--- src/rtl/core/hidr_pkg.sv ---
package hidr_pkg;

  localparam int DATA_W      = 8;
  localparam int LEN_IN_W    = 24;
  localparam int WIN_W       = 32;
  localparam int WALK_W      = WIN_W + 2;
  localparam int IN_TDATA_W  = 40;
  localparam int OUT_TDATA_W = 8;

  localparam logic [WIN_W-1:0] START_CODE4  = 32'h0000_0001;
  localparam logic [23:0]      START_CODE3  = 24'h00_0001;
  localparam logic [5:0]       NAL_TYPE_MASK = 6'h3f;
  localparam logic [5:0]       NAL_IDR_W_RADL = 6'd19;
  localparam logic [5:0]       NAL_IDR_N_LP   = 6'd20;

  typedef struct packed {
    logic [DATA_W-1:0]   data;
    logic                first;
    logic                last;
    logic [LEN_IN_W-1:0] length;
    logic                sync;
  } item_t;

  typedef struct packed {
    logic valid;
    logic is_idr;
  } res_t;

  typedef enum logic [5:0] {
    PH_IDLE     = 6'b000001,
    PH_SEG      = 6'b000010,
    PH_HDR_LAST = 6'b000100,
    PH_HDR_WALK = 6'b001000,
    PH_SKIP     = 6'b010000,
    PH_DONE     = 6'b100000
  } phase_t;

endpackage

--- src/rtl/core/hidr_in_reg.sv ---
module hidr_in_reg
  import hidr_pkg::*;
(
  input  logic                  clk,
  input  logic                  rst,
  input  logic                  s_axis_tvalid,
  output logic                  s_axis_tready,
  input  logic [IN_TDATA_W-1:0] s_axis_tdata,
  input  logic                  s_axis_tuser,
  input  logic                  s_axis_tlast,
  input  logic                  pop,
  output logic                  item_valid,
  output item_t                 item
);

  logic take;

  assign s_axis_tready = !item_valid || pop;
  assign take          = s_axis_tvalid && s_axis_tready;

  always_ff @(posedge clk) begin
    if (rst) begin
      item_valid <= 1'b0;
    end else if (take) begin
      item_valid <= 1'b1;
    end else if (pop) begin
      item_valid <= 1'b0;
    end
  end

  always_ff @(posedge clk) begin
    if (take) begin
      item.data   <= s_axis_tdata[DATA_W-1:0];
      item.length <= s_axis_tdata[DATA_W+LEN_IN_W-1:DATA_W];
      item.sync   <= s_axis_tdata[DATA_W+LEN_IN_W];
      item.first  <= s_axis_tuser;
      item.last   <= s_axis_tlast;
    end
  end

endmodule

--- src/rtl/core/hidr_scan.sv ---
module hidr_scan
  import hidr_pkg::*;
#(
  parameter int LENGTH_BITS = 24
) (
  input  logic  clk,
  input  logic  rst,
  input  logic  item_valid,
  input  item_t item,
  input  logic  out_free,
  output logic  pop,
  output res_t  res
);

  localparam int LB   = LENGTH_BITS;
  localparam int SUMW = LB + 2;

  logic [LB-1:0]    byte_position, byte_position_next;
  logic [LB-1:0]    segment_start, segment_start_next;
  logic [LB-1:0]    header_offset, header_offset_next;
  logic [LB-1:0]    length_latched, length_latched_next;
  logic [WIN_W-1:0] byte_window, byte_window_next;
  phase_t           scan_phase, scan_phase_next;
  logic             found_idr, found_idr_next;

  logic [LB-1:0]     e_pos, e_seg, e_hoff, e_len, len_in, avail;
  logic [WIN_W-1:0]  e_win, win;
  phase_t            e_phase;
  logic              e_found;
  logic [2:0]        k;
  logic              k4, at_end;
  logic [WALK_W-1:0] seg_w, len_w, walk_sum;
  logic              do_check, chk_walk;
  logic [DATA_W-1:0] chk_hdr;
  logic [5:0]        nal_type;

  assign pop = item_valid && (!item.last || out_free);
  assign len_in = LB'({8'd0, item.length});

  always_comb begin
    e_pos   = byte_position;
    e_seg   = segment_start;
    e_hoff  = header_offset;
    e_len   = length_latched;
    e_win   = byte_window;
    e_found = found_idr;
    e_phase = scan_phase;
    if (item.first) begin
      e_pos   = '0;
      e_seg   = '0;
      e_hoff  = '0;
      e_len   = len_in;
      e_win   = '0;
      e_found = 1'b0;
      e_phase = (len_in < LB'(2) || !item.sync) ? PH_DONE : PH_SEG;
    end

    win      = {e_win[WIN_W-9:0], item.data};
    avail    = e_len - e_seg;
    k4       = avail >= LB'(4);
    k        = k4 ? 3'd4 : {1'b0, avail[1:0]};
    at_end   = (SUMW'(e_pos) + SUMW'(1)) == (SUMW'(e_seg) + SUMW'(k));
    seg_w    = WALK_W'(e_seg);
    len_w    = WALK_W'(e_len);
    walk_sum = seg_w + WALK_W'(4) + WALK_W'(win);

    byte_position_next  = e_pos;
    segment_start_next  = e_seg;
    header_offset_next  = e_hoff;
    length_latched_next = e_len;
    byte_window_next    = e_win;
    found_idr_next      = e_found;
    scan_phase_next     = e_phase;
    do_check = 1'b0;
    chk_walk = 1'b0;
    chk_hdr  = item.data;

    if (e_phase != PH_IDLE) begin
      if (e_pos < e_len) begin
        byte_window_next = win;
        unique case (e_phase) inside
          PH_SEG: begin
            if (at_end) begin
              if (k4 && win == START_CODE4) begin
                if (seg_w + WALK_W'(4) < len_w) begin
                  header_offset_next = LB'(seg_w + WALK_W'(4));
                  scan_phase_next    = PH_HDR_LAST;
                end else begin
                  scan_phase_next = PH_DONE;
                end
              end else if (k4 && win[WIN_W-1:8] == START_CODE3) begin
                do_check = 1'b1;
                chk_hdr  = win[7:0];
              end else if (k == 3'd3 && win[23:0] == START_CODE3) begin
                scan_phase_next = PH_DONE;
              end else if (k4) begin
                if (win != '0 && walk_sum <= len_w) begin
                  header_offset_next = LB'(seg_w + WALK_W'(4));
                  segment_start_next = LB'(walk_sum);
                  scan_phase_next    = PH_HDR_WALK;
                end else begin
                  do_check = 1'b1;
                  chk_hdr  = win[31:24];
                end
              end else begin
                do_check = 1'b1;
                chk_hdr  = (k == 3'd3) ? win[23:16] : win[15:8];
              end
            end
          end
          PH_SKIP: begin
            if (e_pos == e_seg) begin
              scan_phase_next = (seg_w + WALK_W'(2) > len_w) ? PH_DONE : PH_SEG;
            end
          end
          PH_HDR_LAST, PH_HDR_WALK: begin
            if (e_pos == e_hoff) begin
              do_check = 1'b1;
              chk_walk = (e_phase == PH_HDR_WALK);
            end
          end
          default: begin
          end
        endcase
      end
      if (e_pos != '1) begin
        byte_position_next = e_pos + LB'(1);
      end
    end

    nal_type = chk_hdr[6:1] & NAL_TYPE_MASK;
    if (do_check) begin
      if (nal_type == NAL_IDR_W_RADL || nal_type == NAL_IDR_N_LP) begin
        found_idr_next  = 1'b1;
        scan_phase_next = PH_DONE;
      end else if (!chk_walk || e_seg == e_len) begin
        scan_phase_next = PH_DONE;
      end else begin
        scan_phase_next = PH_SKIP;
      end
    end

    res.valid  = pop && item.last;
    res.is_idr = (e_phase != PH_IDLE) && found_idr_next;
    if (item.last) begin
      scan_phase_next = PH_IDLE;
    end
  end

  always_ff @(posedge clk) begin
    if (rst) begin
      byte_position  <= '0;
      segment_start  <= '0;
      header_offset  <= '0;
      length_latched <= '0;
      byte_window    <= '0;
      found_idr      <= 1'b0;
      scan_phase     <= PH_IDLE;
    end else if (pop) begin
      byte_position  <= byte_position_next;
      segment_start  <= segment_start_next;
      header_offset  <= header_offset_next;
      length_latched <= length_latched_next;
      byte_window    <= byte_window_next;
      found_idr      <= found_idr_next;
      scan_phase     <= scan_phase_next;
    end
  end

endmodule

--- src/rtl/core/hidr_out_reg.sv ---
module hidr_out_reg
  import hidr_pkg::*;
(
  input  logic                   clk,
  input  logic                   rst,
  input  res_t                   res,
  output logic                   out_free,
  output logic                   m_axis_tvalid,
  input  logic                   m_axis_tready,
  output logic [OUT_TDATA_W-1:0] m_axis_tdata
);

  logic is_idr;

  assign out_free     = !m_axis_tvalid || m_axis_tready;
  assign m_axis_tdata = {{(OUT_TDATA_W-1){1'b0}}, is_idr};

  always_ff @(posedge clk) begin
    if (rst) begin
      m_axis_tvalid <= 1'b0;
    end else if (out_free) begin
      m_axis_tvalid <= res.valid;
    end
  end

  always_ff @(posedge clk) begin
    if (out_free && res.valid) begin
      is_idr <= res.is_idr;
    end
  end

endmodule

--- src/rtl/core/hevc_idr_access_unit_detector_top.sv ---
// HEVC IDR access-unit detector.
// Slave stream: one buffer byte per transaction. tuser is first_byte, tlast is
// last_byte; on the first byte tdata also carries the buffer length and the
// encoder sync flag. The scan walks length-prefixed NAL segments, stops at a
// start code or unframed header, and flags NAL types 19 and 20.
// Master stream: one transaction per slave transaction with tlast set; tdata
// bit 0 is is_idr.
// Throughput: one byte per cycle while no last byte waits on a pending result;
// the per-byte compare/update sits between the input register and the result register.
// Result path: the last byte is registered in the input register, and its
// result is then registered in the result register that drives the master side.
// Reset: clears the scan state and the valid flags of both register stages; no result pending.
// Stall: a result waiting on m_axis_tready holds; non-last bytes keep flowing,
// and a second last byte waits in the input register, holding s_axis_tready
// low, until the pending result is taken.
module hevc_idr_access_unit_detector_top
  import hidr_pkg::*;
#(
  parameter int LENGTH_BITS = 24
) (
  input  logic                   clk,
  input  logic                   rst,
  input  logic                   s_axis_tvalid,
  output logic                   s_axis_tready,
  // [7:0] data_byte, [31:8] buffer_length, [32] sync_flag, [39:33] zero
  input  logic [IN_TDATA_W-1:0]  s_axis_tdata,
  // [0] first_byte
  input  logic                   s_axis_tuser,
  input  logic                   s_axis_tlast,
  output logic                   m_axis_tvalid,
  input  logic                   m_axis_tready,
  // [0] is_idr, [7:1] zero
  output logic [OUT_TDATA_W-1:0] m_axis_tdata
);

  logic  pop;
  logic  item_valid;
  item_t item;
  logic  out_free;
  res_t  res;

  hidr_in_reg u_in_reg (
    .clk           (clk),
    .rst           (rst),
    .s_axis_tvalid (s_axis_tvalid),
    .s_axis_tready (s_axis_tready),
    .s_axis_tdata  (s_axis_tdata),
    .s_axis_tuser  (s_axis_tuser),
    .s_axis_tlast  (s_axis_tlast),
    .pop           (pop),
    .item_valid    (item_valid),
    .item          (item)
  );

  hidr_scan #(
    .LENGTH_BITS (LENGTH_BITS)
  ) u_scan (
    .clk        (clk),
    .rst        (rst),
    .item_valid (item_valid),
    .item       (item),
    .out_free   (out_free),
    .pop        (pop),
    .res        (res)
  );

  hidr_out_reg u_out_reg (
    .clk           (clk),
    .rst           (rst),
    .res           (res),
    .out_free      (out_free),
    .m_axis_tvalid (m_axis_tvalid),
    .m_axis_tready (m_axis_tready),
    .m_axis_tdata  (m_axis_tdata)
  );

endmodule

--- config.mk ---
export PLATFORM = sky130hd
export DESIGN_NAME = hevc_idr_access_unit_detector_top
export DESIGN_NICKNAME = d
export VERILOG_FILES = /design/src/rtl/core/hidr_pkg.sv /design/src/rtl/core/hidr_in_reg.sv /design/src/rtl/core/hidr_scan.sv /design/src/rtl/core/hidr_out_reg.sv /design/src/rtl/core/hevc_idr_access_unit_detector_top.sv
export SDC_FILE = /design/constraint.sdc
export NUM_CORES = 1
export LEC_CHECK = 0
export BUFFER_PORTS_ARGS = -buffer_cell sky130_fd_sc_hd__buf_2
export CORE_AREA = 2 2 217 219
export DETAILED_ROUTE_END_ITERATION = 8
export DIE_AREA = 0 0 219 221
export PLACE_DENSITY = 0.51
export SYNTH_ARGS = -nofsm -noshare
export SYNTH_HDL_FRONTEND = slang
export SYNTH_SLANG_ARGS = --single-unit
--- constraint.sdc ---
create_clock -name clk -period 26.4 [get_ports clk]
set_input_delay 5.28 -clock clk [delete_from_list [all_inputs] [get_ports clk]]
set_output_delay 5.28 -clock clk [all_outputs]
set_load 0.01 [all_outputs]
[Word-level counts from Yosys, hierarchy flattened]
Index checks and enable logic that the tools add are counted.
Word-level totals
  register bits: 173
  input port bits: 46
  output and inout bits: 10
Operators by class
  equal/unequal tests: 16
  add/sub/neg operators: 7
  $lt $le $gt $ge: 6
  muxes and demuxes: 76
  reductions and logical operators: 23
Operators by type and width (count)
  $mux 24: 25
  $mux 6: 17
  $mux 32: 3
  $eq 24x24->1: 3
  $mux 7: 10
  $eq 24x1->1 const B: 2
  $gt 34x24->1: 1
  $le 34x24->1: 1
  $lt 34x24->1: 1
  $add 25x32->33: 1
  $eq 32x1->1 const B: 1
  $reduce_bool 32->1: 1
  $eq 26x26->1: 1
  $add 24x1->25 const B: 1
  $add 24x2->25 const B: 1
  $add 24x3->25: 1
  $add 24x3->25 const B: 1
  $add 24x1->24 const B: 1
  $ge 24x3->1 const B: 1
  $lt 24x2->1 const B: 1
  $lt 24x24->1: 1
  $ne 24x24->1 const B: 1
  $sub 24x24->24: 1
  $eq 6x5->1 const B: 3
  other kinds (14): 48

[Depth between registers and ports, before layout]
Gate-level depths: netlist (run 1).
  word-level depth: 19
  depth in mapped cells: 40
  gate-level depth less buffers: 30

[Modules after synthesis]
Synthesis (run 1) repeated with hierarchy kept, for this count alone.
Second synthesis, totals
  cells, all modules: 2177
  area total of the unflattened synthesis: 16729.8 µm²
Modules (own cells, without submodules)
  hidr_scan: area an instance 15474.8 µm², times used 1, sequential area each 2542.4 µm², cells each 2122
  hidr_in_reg: area an instance 1106.1 µm², times used 1, sequential area each 1071.0 µm², cells each 40
  hidr_out_reg: area an instance 148.9 µm², times used 1, sequential area each 50.0 µm², cells each 15

[Worst setup path before layout (run 1)]
OpenSTA, ideal clock, no wires.
  kind: input to output
  start point: input m_axis_tready
  end point: output s_axis_tready
  setup slack: 15488 ps
  required time: 21120 ps
  buffers on the path: 0
  stages on the path: 2
  arrival time: 5632 ps
  cells stage by stage: nor2b_1 nand3_1
Between the ends
  longest elaborated chain between the ends: 4
Ends and longest elaborated chain
  start, declared: RTL line hevc_idr_access_unit_detector_top.sv:31  | input logic m_axis_tready,
  $logic_or 1x1->1: RTL line hidr_out_reg.sv:15  | assign out_free = !m_axis_tvalid || m_axis_tready;
  $logic_or 1x1->1: RTL line hidr_scan.sv:37  | assign pop = item_valid && (!item.last || out_free);
  $logic_and 1x1->1: RTL line hidr_scan.sv:37
  $logic_or 1x1->1: RTL line hidr_in_reg.sv:18  | assign s_axis_tready = !item_valid || pop;
  end, declared: RTL line hevc_idr_access_unit_detector_top.sv:24  | output logic s_axis_tready,
Every way passes these cells.

[Final worst setup path (run 1)]
  start point: register, netlist name u_in_reg.item[26]
  end point: register u_scan.header_offset[17]
Between the ends
  longest elaborated chain between the ends: 14
  elaborated cells on any way between the ends: 38
  classes of those cells: add/sub: 5; order compare: 4; eq/ne: 7; mux: 17; reduce/logical: 5
Ends and longest elaborated chain
  $mux 24: RTL line hidr_scan.sv:48  | if (item.first) begin
  $add 24x3->25: RTL line hidr_scan.sv:65, hidr_scan.sv:85
  $add 25x32->33: RTL line hidr_scan.sv:65  | walk_sum = seg_w + WALK_W'(4) + WALK_W'(win);
  $le 34x24->1: RTL line hidr_scan.sv:97  | if (win != '0 && walk_sum <= len_w) begin
  $logic_and 1x1->1: RTL line hidr_scan.sv:97
  $mux 24: RTL line hidr_scan.sv:97
  $mux 24: RTL line hidr_scan.sv:96  | end else if (k4) begin
  $mux 24: RTL line hidr_scan.sv:94  | end else if (k == 3'd3 && win[23:0] == START_CODE3) begin
  $mux 24: RTL line hidr_scan.sv:91  | end else if (k4 && win[WIN_W-1:8] == START_CODE3) begin
  $mux 24: RTL line hidr_scan.sv:84  | if (k4 && win == START_CODE4) begin
  $mux 24: RTL line hidr_scan.sv:83  | if (at_end) begin
  $mux 24: RTL line hidr_scan.sv:81  | unique case (e_phase) inside
  $mux 24: RTL line hidr_scan.sv:79  | if (e_pos < e_len) begin
  $mux 24 *: RTL line hidr_scan.sv:78  | if (e_phase != PH_IDLE) begin
  end signal, assigned: RTL line hidr_scan.sv:162  | header_offset <= header_offset_next;
  end, declared: RTL line hidr_scan.sv:20  | logic [LB-1:0] header_offset, header_offset_next;
Every way passes the cells marked *; elsewhere a longest branch is shown, timed or not.
A chain may end at the register's enable or synchronous reset.

==> summary.txt, run 1 <==
Route
  • Initial DRC Count: 1741
  • Via/cell ratio: 6.12
  • Final wirelength: 64000 microns
  • DR vias: 15969
  • Antenna-violating nets left: 0
  • WL/cell: 24.5 microns
  • Residual DRC count: 0
  • Router iterations before antenna repair: 5

Hold path
  • Hold Crit Class: reg -> reg
  • Hold depth: 2

Floorplanning
  • Core Footprint: 0.0461 sq mm
  • Die X-Extent: 219 microns
  • Core Rows: 79
  • Starting Density: 0.345
  • Top-level I/O count: 56
  • Die area: 0.0484 sq mm
  • Die extent in y: 221 microns

Placed design
  • Detail Placement HPWL: 49900 microns
  • Gpl congestion: 0.990
  • IO buf count: 41
  • Area of placed instances: 0.0166 sq mm

Logic synthesis
  • Post-Synthesis Cells: 2007
  • Post-synthesis cell area: 0.0159 sq mm
  • Sequential-to-total area share from yosys stat: 0.230
  • Post-synth ARST share: 0
  • Synth cell types: 100
  • Mean area per synthesized cell: 7.92 sq um
  • Seq cells post-synth: 165
  • EDFF count, synth: 36
  • Ys flop type: dfxtp_1
  • Synthesis Warnings: 0

Layout
  • Filler cells: 4875
  • Final Cell Area: 0.0172 sq mm
  • Antenna fix cells: 0
  • Post-layout net count: 2182
  • Area delta synth->final: 8.38%
  • Sequential standard cell area: 0.00366 sq mm
  • Multi-input logic area: 0.0114 sq mm
  • Share of layout cells above drive strength 1: 0.0750

Setup path
  • Top cell family by delay on the critical path: simple AND/OR/NAND/NOR gates
  • Startpoint type of the worst setup path: register
  • Instance count on the critical path: 33
  • WP data arrival: 11.74 ns
  • Buf/Inv on CP: 6
  • Worst r2r path cells: 33
  • CP endpoint kind: register
  • Cell mode on critical path: buf_4
  • Critical Path RT: 26.83 ns
  • CP max stage cell: nor4b_1
  • CP Max Fanout: 58
  • Kind of critical path: reg -> reg
  • Max stage delay on crit path: 0.79 ns

Global routing
  • Global-route wire length before repair: 95300 microns
  • Vias in the first global route: 14872
  • Global Route Usage Sum: 0.263
  • Largest net degree at the start of global routing: 65
  • Grt total ovfl: 0
  • Initial antenna violation count: 1

STA
  • Final hold violation count: 0
  • Worst-margin pin slew: 1.25 ns
  • Clk_skew: 0.0170 ns
  • Fin Setup TNS: 0 ns
  • Final setup violation count: 0
  • Hold_ws: 0.454 ns
  • Fmax: 88.5 MHz
  • Worst slew margin: 0.166
  • RSZ-0062 raised after global routing: no
  • Final period util: 0.428
  • Final max-slew violation count: 0
  • Tmin final: 11.30 ns

Clock tree
  • CTS H-tree depth: 4
  • Worst-path clk slew: 0.08 ns
  • Resized Gates After CTS: 0
  • Clock buffer depth: 2
  • Post-CTS Setup Inserts: 0
  • Clk sinks: 165
  • CTS root buf: clkbuf_16
  • Inserted Clock Buffers: 17
  • CTS Hold Buffers Added: 0
  • CTS tree: built
  • Clk_lat worst skew: 0.49 ns

Run
  • MaxCap Viol Count: 0

Power and ir drop
  • Net Sw Power: 0.227 mW
  • Cell leakage power: 6.79 nW
  • Pwr/cell area: 39.2 mW/mm^2
  • Sw Ratio: 0.337
  • Internal power: 0.448 mW
  • Sequential power share: 0.401
  • Total Power: 0.676 mW
  • Logic gate share of total power: 0.208
  • Clk pwr share: 0.391
  • Maximum vdd ir drop: 0.0000438 V

Status
  • Outcome: complete, no violations
-- state kept, by name, indices dropped and copies added (netlist names) --
| name | flops |
|---|---|
| u_scan.found_idr | 1 |
| u_scan.length_latched | 24 |
| u_in_reg.item_valid | 1 |
| u_scan.scan_phase | 6 |
| u_in_reg.item | 35 |
| u_out_reg.is_idr | 1 |
| u_scan.segment_start | 24 |
| u_out_reg.m_axis_tvalid | 1 |
| u_scan.byte_position | 24 |
| u_scan.byte_window | 24 |
| u_scan.header_offset | 24 |
-- tightest hold or removal path, stage by stage, from the launching register on --
cell and delay (ns):
dfxtp_1 0.31, nand2_1 0.05, a21oi_1 0.05
-- kinds of logic (layout without fill, tap and decap cells) --
| family | after synthesis | count (layout) | share of synthesized area |
|---|---|---|---|
| other | 1 | 7 | 0.000236 |
| muxes | 36 | 36 | 0.0228 |
| xor gates and xnor gates | 151 | 151 | 0.0832 |
| buffers and inverters | 205 | 193 | 0.0542 |
| adders and majority gates | 148 | 148 | 0.118 |
| and+or+nand+nor | 731 | 731 | 0.243 |
| AOI/OAI and AO/OA | 570 | 570 | 0.248 |
| DFF | 165 | 165 | 0.230 |
-- Yosys cell counts, drive strengths merged (6+ instances only) --
library cell    n  share of area
edfxtp         36          0.068
a211oi         48          0.023
nor2          189          0.045
a21boi         11         0.0052
ha            145           0.11
dfxtp         129           0.16
o21bai          7         0.0033
o21ai          99          0.031
nor2b          57          0.022
inv            81          0.019
nor3           65          0.021
nand2         136          0.032
nand3          52          0.016
or3            13         0.0051
and3           15         0.0059
o31ai           6         0.0040
nor4           40          0.018
nand4          58          0.024
nand3b         14         0.0076
a31oi          29          0.011
a211o           6         0.0033
a22oi          35          0.017
nand4b          6         0.0042
clkbuf         92          0.022
nor4b           6         0.0033
o22ai           8         0.0031
or4            13         0.0066
a22o           50          0.028
xnor2          97          0.053
a21o           43          0.020
xor2           54          0.030
a21oi         127          0.040
nand2b         18         0.0071
and4            8         0.0044
o211ai         15         0.0071
o21a           20         0.0094
o2111ai         6         0.0037
and2           16         0.0063
buf            32          0.013
mux2i          34          0.021
-- power by group through the flow --
stage	combinational, mW	clock (mW)	sequential, mW
floorplan	0.0951	0	0.274
global placement	0.137	0	0.277
detailed placement	0.138	0	0.277
CTS	0.139	0.269	0.271
global route	0.154	0.278	0.272
finish	0.141	0.264	0.271
-- layout make-up --
| type | count | area share |
|---|---|---|
| Clock buffer | 18 | 0.0249 |
| Tap cell | 607 | 0.0441 |
| Multi-Input combinational cell | 1643 | 0.663 |
| Sequential cell | 165 | 0.213 |
| Clock inverter | 14 | 0.00930 |
| Timing Repair Buffer | 80 | 0.0289 |
| Inverter | 81 | 0.0176 |
-- layout by cell type (no fill, tap or decap), types with 7 or more instances in the layout --
cell type	netlist	layout
xor2_1	54	54
clkbuf_16	0	17
xnor2_1	97	97
and2_1	16	15
a21oi_1	126	126
o21bai_1	7	7
o21a_1	20	20
inv_1	80	80
nand3b_1	12	12
a22oi_1	35	35
nand2b_1	18	18
o211ai_1	15	15
buf_2	7	41
conb_1	1	7
mux2i_1	34	33
nor4_1	37	37
a211oi_1	46	46
nand3_1	52	52
o22ai_1	8	8
or4_1	11	11
and3_1	15	15
nor2_1	186	186
a31oi_1	29	28
and4_1	8	8
nand2_1	136	136
nor2b_1	57	57
a22o_1	50	50
ha_1	145	145
nor3_1	63	63
a21o_1	43	43
dfxtp_1	129	129
nand4_1	57	57
edfxtp_1	36	36
or3_1	13	13
buf_4	12	39
o21ai_0	96	96
a21boi_0	11	11
-- metal layers --
| metal | share of wire | vias to the layer above | wire (microns) | track usage |
|---|---|---|---|---|
| li1 | - | 7414 | - | - |
| met1 | 0.45 | 7794 | 28700 | 0.361 |
| met2 | 0.44 | 619 | 28200 | 0.402 |
| met3 | 0.064 | 142 | 4070 | 0.0421 |
| met4 | 0.048 | 0 | 3050 | 0.122 |
| met5 | 0 | - | 0 | 0 |
-- metrics by stage --
step / std cells / utilization / setup slack (ns)
final: 2608 / 0.374 / 15.10
after global routing: 2608 / 0.374 / 14.58
after CTS: 2608 / 0.374 / 15.14
after detailed placement: 2576 / 0.361 / 15.15
after global placement: 2576 / 0.361 / 15.15
after floorplan: 2013 / - / 15.49
-- final timing paths --
| check | start | to | slack [ns] |
|---|---|---|---|
| worst max register to register | u_in_reg.item[26] | u_scan.header_offset[17] | 15.10 |
| worst min-delay path | u_scan.found_idr | u_scan.found_idr | 0.45 |
| worst min register to register | u_scan.found_idr | u_scan.found_idr | 0.45 |
| worst max-delay path | u_in_reg.item[26] | u_scan.header_offset[17] | 15.10 |
Note: power is estimated with default switching activity, not from simulation.
==> run 2, diff against run 1 <==
clock period = 11.3 ns   (was 26.4 ns; I/O delays follow)
==> run 2 against run 1 <==
First-iteration DRC count grew 13%. Die area is the same. Global-route usage grew 0.81 points. Worst hold slack gained 0.0016 ns. Clock skew shrank 0.0035 ns. Register-to-register slack lost 14 ns. Critical path depth shrank 6. Combinational power grew 140%. Sequential cell count is the same. Final cell count grew 0.27%. Critical path type unchanged.
==> summary.txt, run 2 (synthesis gave the netlist of run 1 again) <==
Setup path
  • Max stage delay on crit path: 0.87 ns
  • CP endpoint kind: register
  • Critical Path RT: 11.73 ns
  • WP data arrival: 10.42 ns
  • Startpoint type of the worst setup path: register
  • CP max stage cell: nor4_1
  • Worst r2r path cells: 27
  • Kind of critical path: reg -> reg
  • CP Max Fanout: 21

Clock tree
  • CTS Hold Buffers Added: 0
  • Inserted Clock Buffers: 17
  • Clock buffer depth: 2
  • Worst-path clk slew: 0.07 ns
  • CTS H-tree depth: 4
  • Post-CTS Setup Inserts: 0
  • CTS tree: built
  • Clk_lat worst skew: 0.49 ns
  • CTS root buf: clkbuf_16
  • Clk sinks: 165
  • Resized Gates After CTS: 0

Layout
  • Most frequent cells in the layout: nor2_1 (186), ha_1 (145), nand2_1 (136)
  • Reg with most FFs: u_in_reg.item
  • Post-layout net count: 2189
  • Share of layout cells above drive strength 1: 0.0787
  • Max FFs per register: 35
  • Antenna fix cells: 0
  • Area delta synth->final: 8.79%
  • Most common cell after layout, fill and taps aside: nor2_1

Hold path
  • Hold depth: 2
  • Hold Crit Class: reg -> reg

STA
  • Final hold violation count: 0
  • RSZ-0062 raised after global routing: no
  • Worst-margin pin slew: 1.20 ns
  • Final setup violation count: 0
  • Clk_skew: 0.0135 ns
  • Final max-slew violation count: 0
  • Worst slew margin: 0.197
  • Fmax: 100 MHz
  • Fin Setup TNS: 0 ns
  • Tmin final: 9.99 ns
  • Final period util: 0.884

Route
  • Residual DRC count: 0
  • Antenna-violating nets left: 0
  • Final wirelength: 66200 microns
  • Router iterations before antenna repair: 6
  • DR vias: 15892
  • Initial DRC Count: 1974
  • Via/cell ratio: 6.08
  • WL/cell: 25.3 microns

Floorplanning
  • Die X-Extent: 219 microns
  • Core Rows: 79
  • Die extent in y: 221 microns
  • Core Footprint: 0.0461 sq mm
  • Top-level I/O count: 56
  • Starting Density: 0.345
  • Die area: 0.0484 sq mm

Global routing
  • Global-route wire length before repair: 97200 microns
  • Initial antenna violation count: 1
  • Global Route Usage Sum: 0.271
  • Grt total ovfl: 0
  • Vias in the first global route: 14767
  • Largest net degree at the start of global routing: 65

Status
  • Outcome: complete, no violations

Power and ir drop
  • Net Sw Power: 0.537 mW
  • Pwr/cell area: 91.9 mW/mm^2
  • Total Power: 1.59 mW
  • Internal power: 1.05 mW
  • Logic gate share of total power: 0.212
  • Cell leakage power: 6.83 nW
  • Sequential power share: 0.399
  • Clk pwr share: 0.388
  • Sw Ratio: 0.338
  • Maximum vdd ir drop: 0.0000996 V

Placed design
  • Gpl congestion: 1.02
  • Detail Placement HPWL: 52200 microns
  • IO buf count: 41

Run
  • MaxCap Viol Count: 0
[run 2: critical path: cells and delay by family, from the launching register on]
kind | cells | cell delay (ns)
and+or+nand+nor | 16 | 5.33
AOI/OAI and AO/OA | 5 | 1.80
adders and majority gates | 2 | 0.85
xor gates and xnor gates | 2 | 0.72
DFF | 1 | 0.66
buffers and inverters | 2 | 0.54
[run 2: cell type report]
| class | count | area, sq um |
|---|---|---|
| Timing Repair Buffer | 87 | 551 |
| Clock inverter | 15 | 176 |
| Inverter | 81 | 304 |
| Multi-Input combinational cell | 1643 | 11400 |
| Fill cell | 4835 | 28800 |
| Tap cell | 607 | 759 |
| Clock buffer | 17 | 425 |
| Sequential cell | 165 | 3660 |
[run 2: layer usage]
metal  vias up  track usage  wire length, microns
li1       7429            -                     -
met1      7642        0.372                 29100
met2       690        0.402                 28300
met3       131       0.0535                  5430
met4         0        0.134                  3360
met5         -            0                     0
[run 2: metrics by stage]
step	worst slack [ns]	util	cells	hold slack (ns)	cell area, sq um
CTS	1.62	0.375	2615	0.461	17300
global route	1.02	0.375	2615	0.480	17300
detailed placement	1.67	0.362	2583	0.452	16700
global placement	1.66	0.362	2583	0.446	16700
finish	1.31	0.375	2615	0.455	17300
floorplan	1.71	-	2013	0.432	15900
[run 2: path summary, 6_finish.rpt]
kind | start | to | slack [ns]
setup / recovery | u_in_reg.item[26] | u_scan.header_offset[0] | 1.31
hold / removal | u_scan.found_idr | u_scan.found_idr | 0.46
setup reg to reg | u_in_reg.item[26] | u_scan.header_offset[0] | 1.31
hold reg to reg | u_scan.found_idr | u_scan.found_idr | 0.46
[run 2: power groups by stage]
stage | logic [mW] | registers (mW) | clock network (mW)
4_1_cts | 0.331 | 0.634 | 0.634
2_1_floorplan | 0.222 | 0.640 | 0
6_report | 0.338 | 0.634 | 0.617
5_1_grt | 0.364 | 0.636 | 0.655
3_5_place_dp | 0.329 | 0.648 | 0
3_3_place_gp | 0.327 | 0.648 | 0
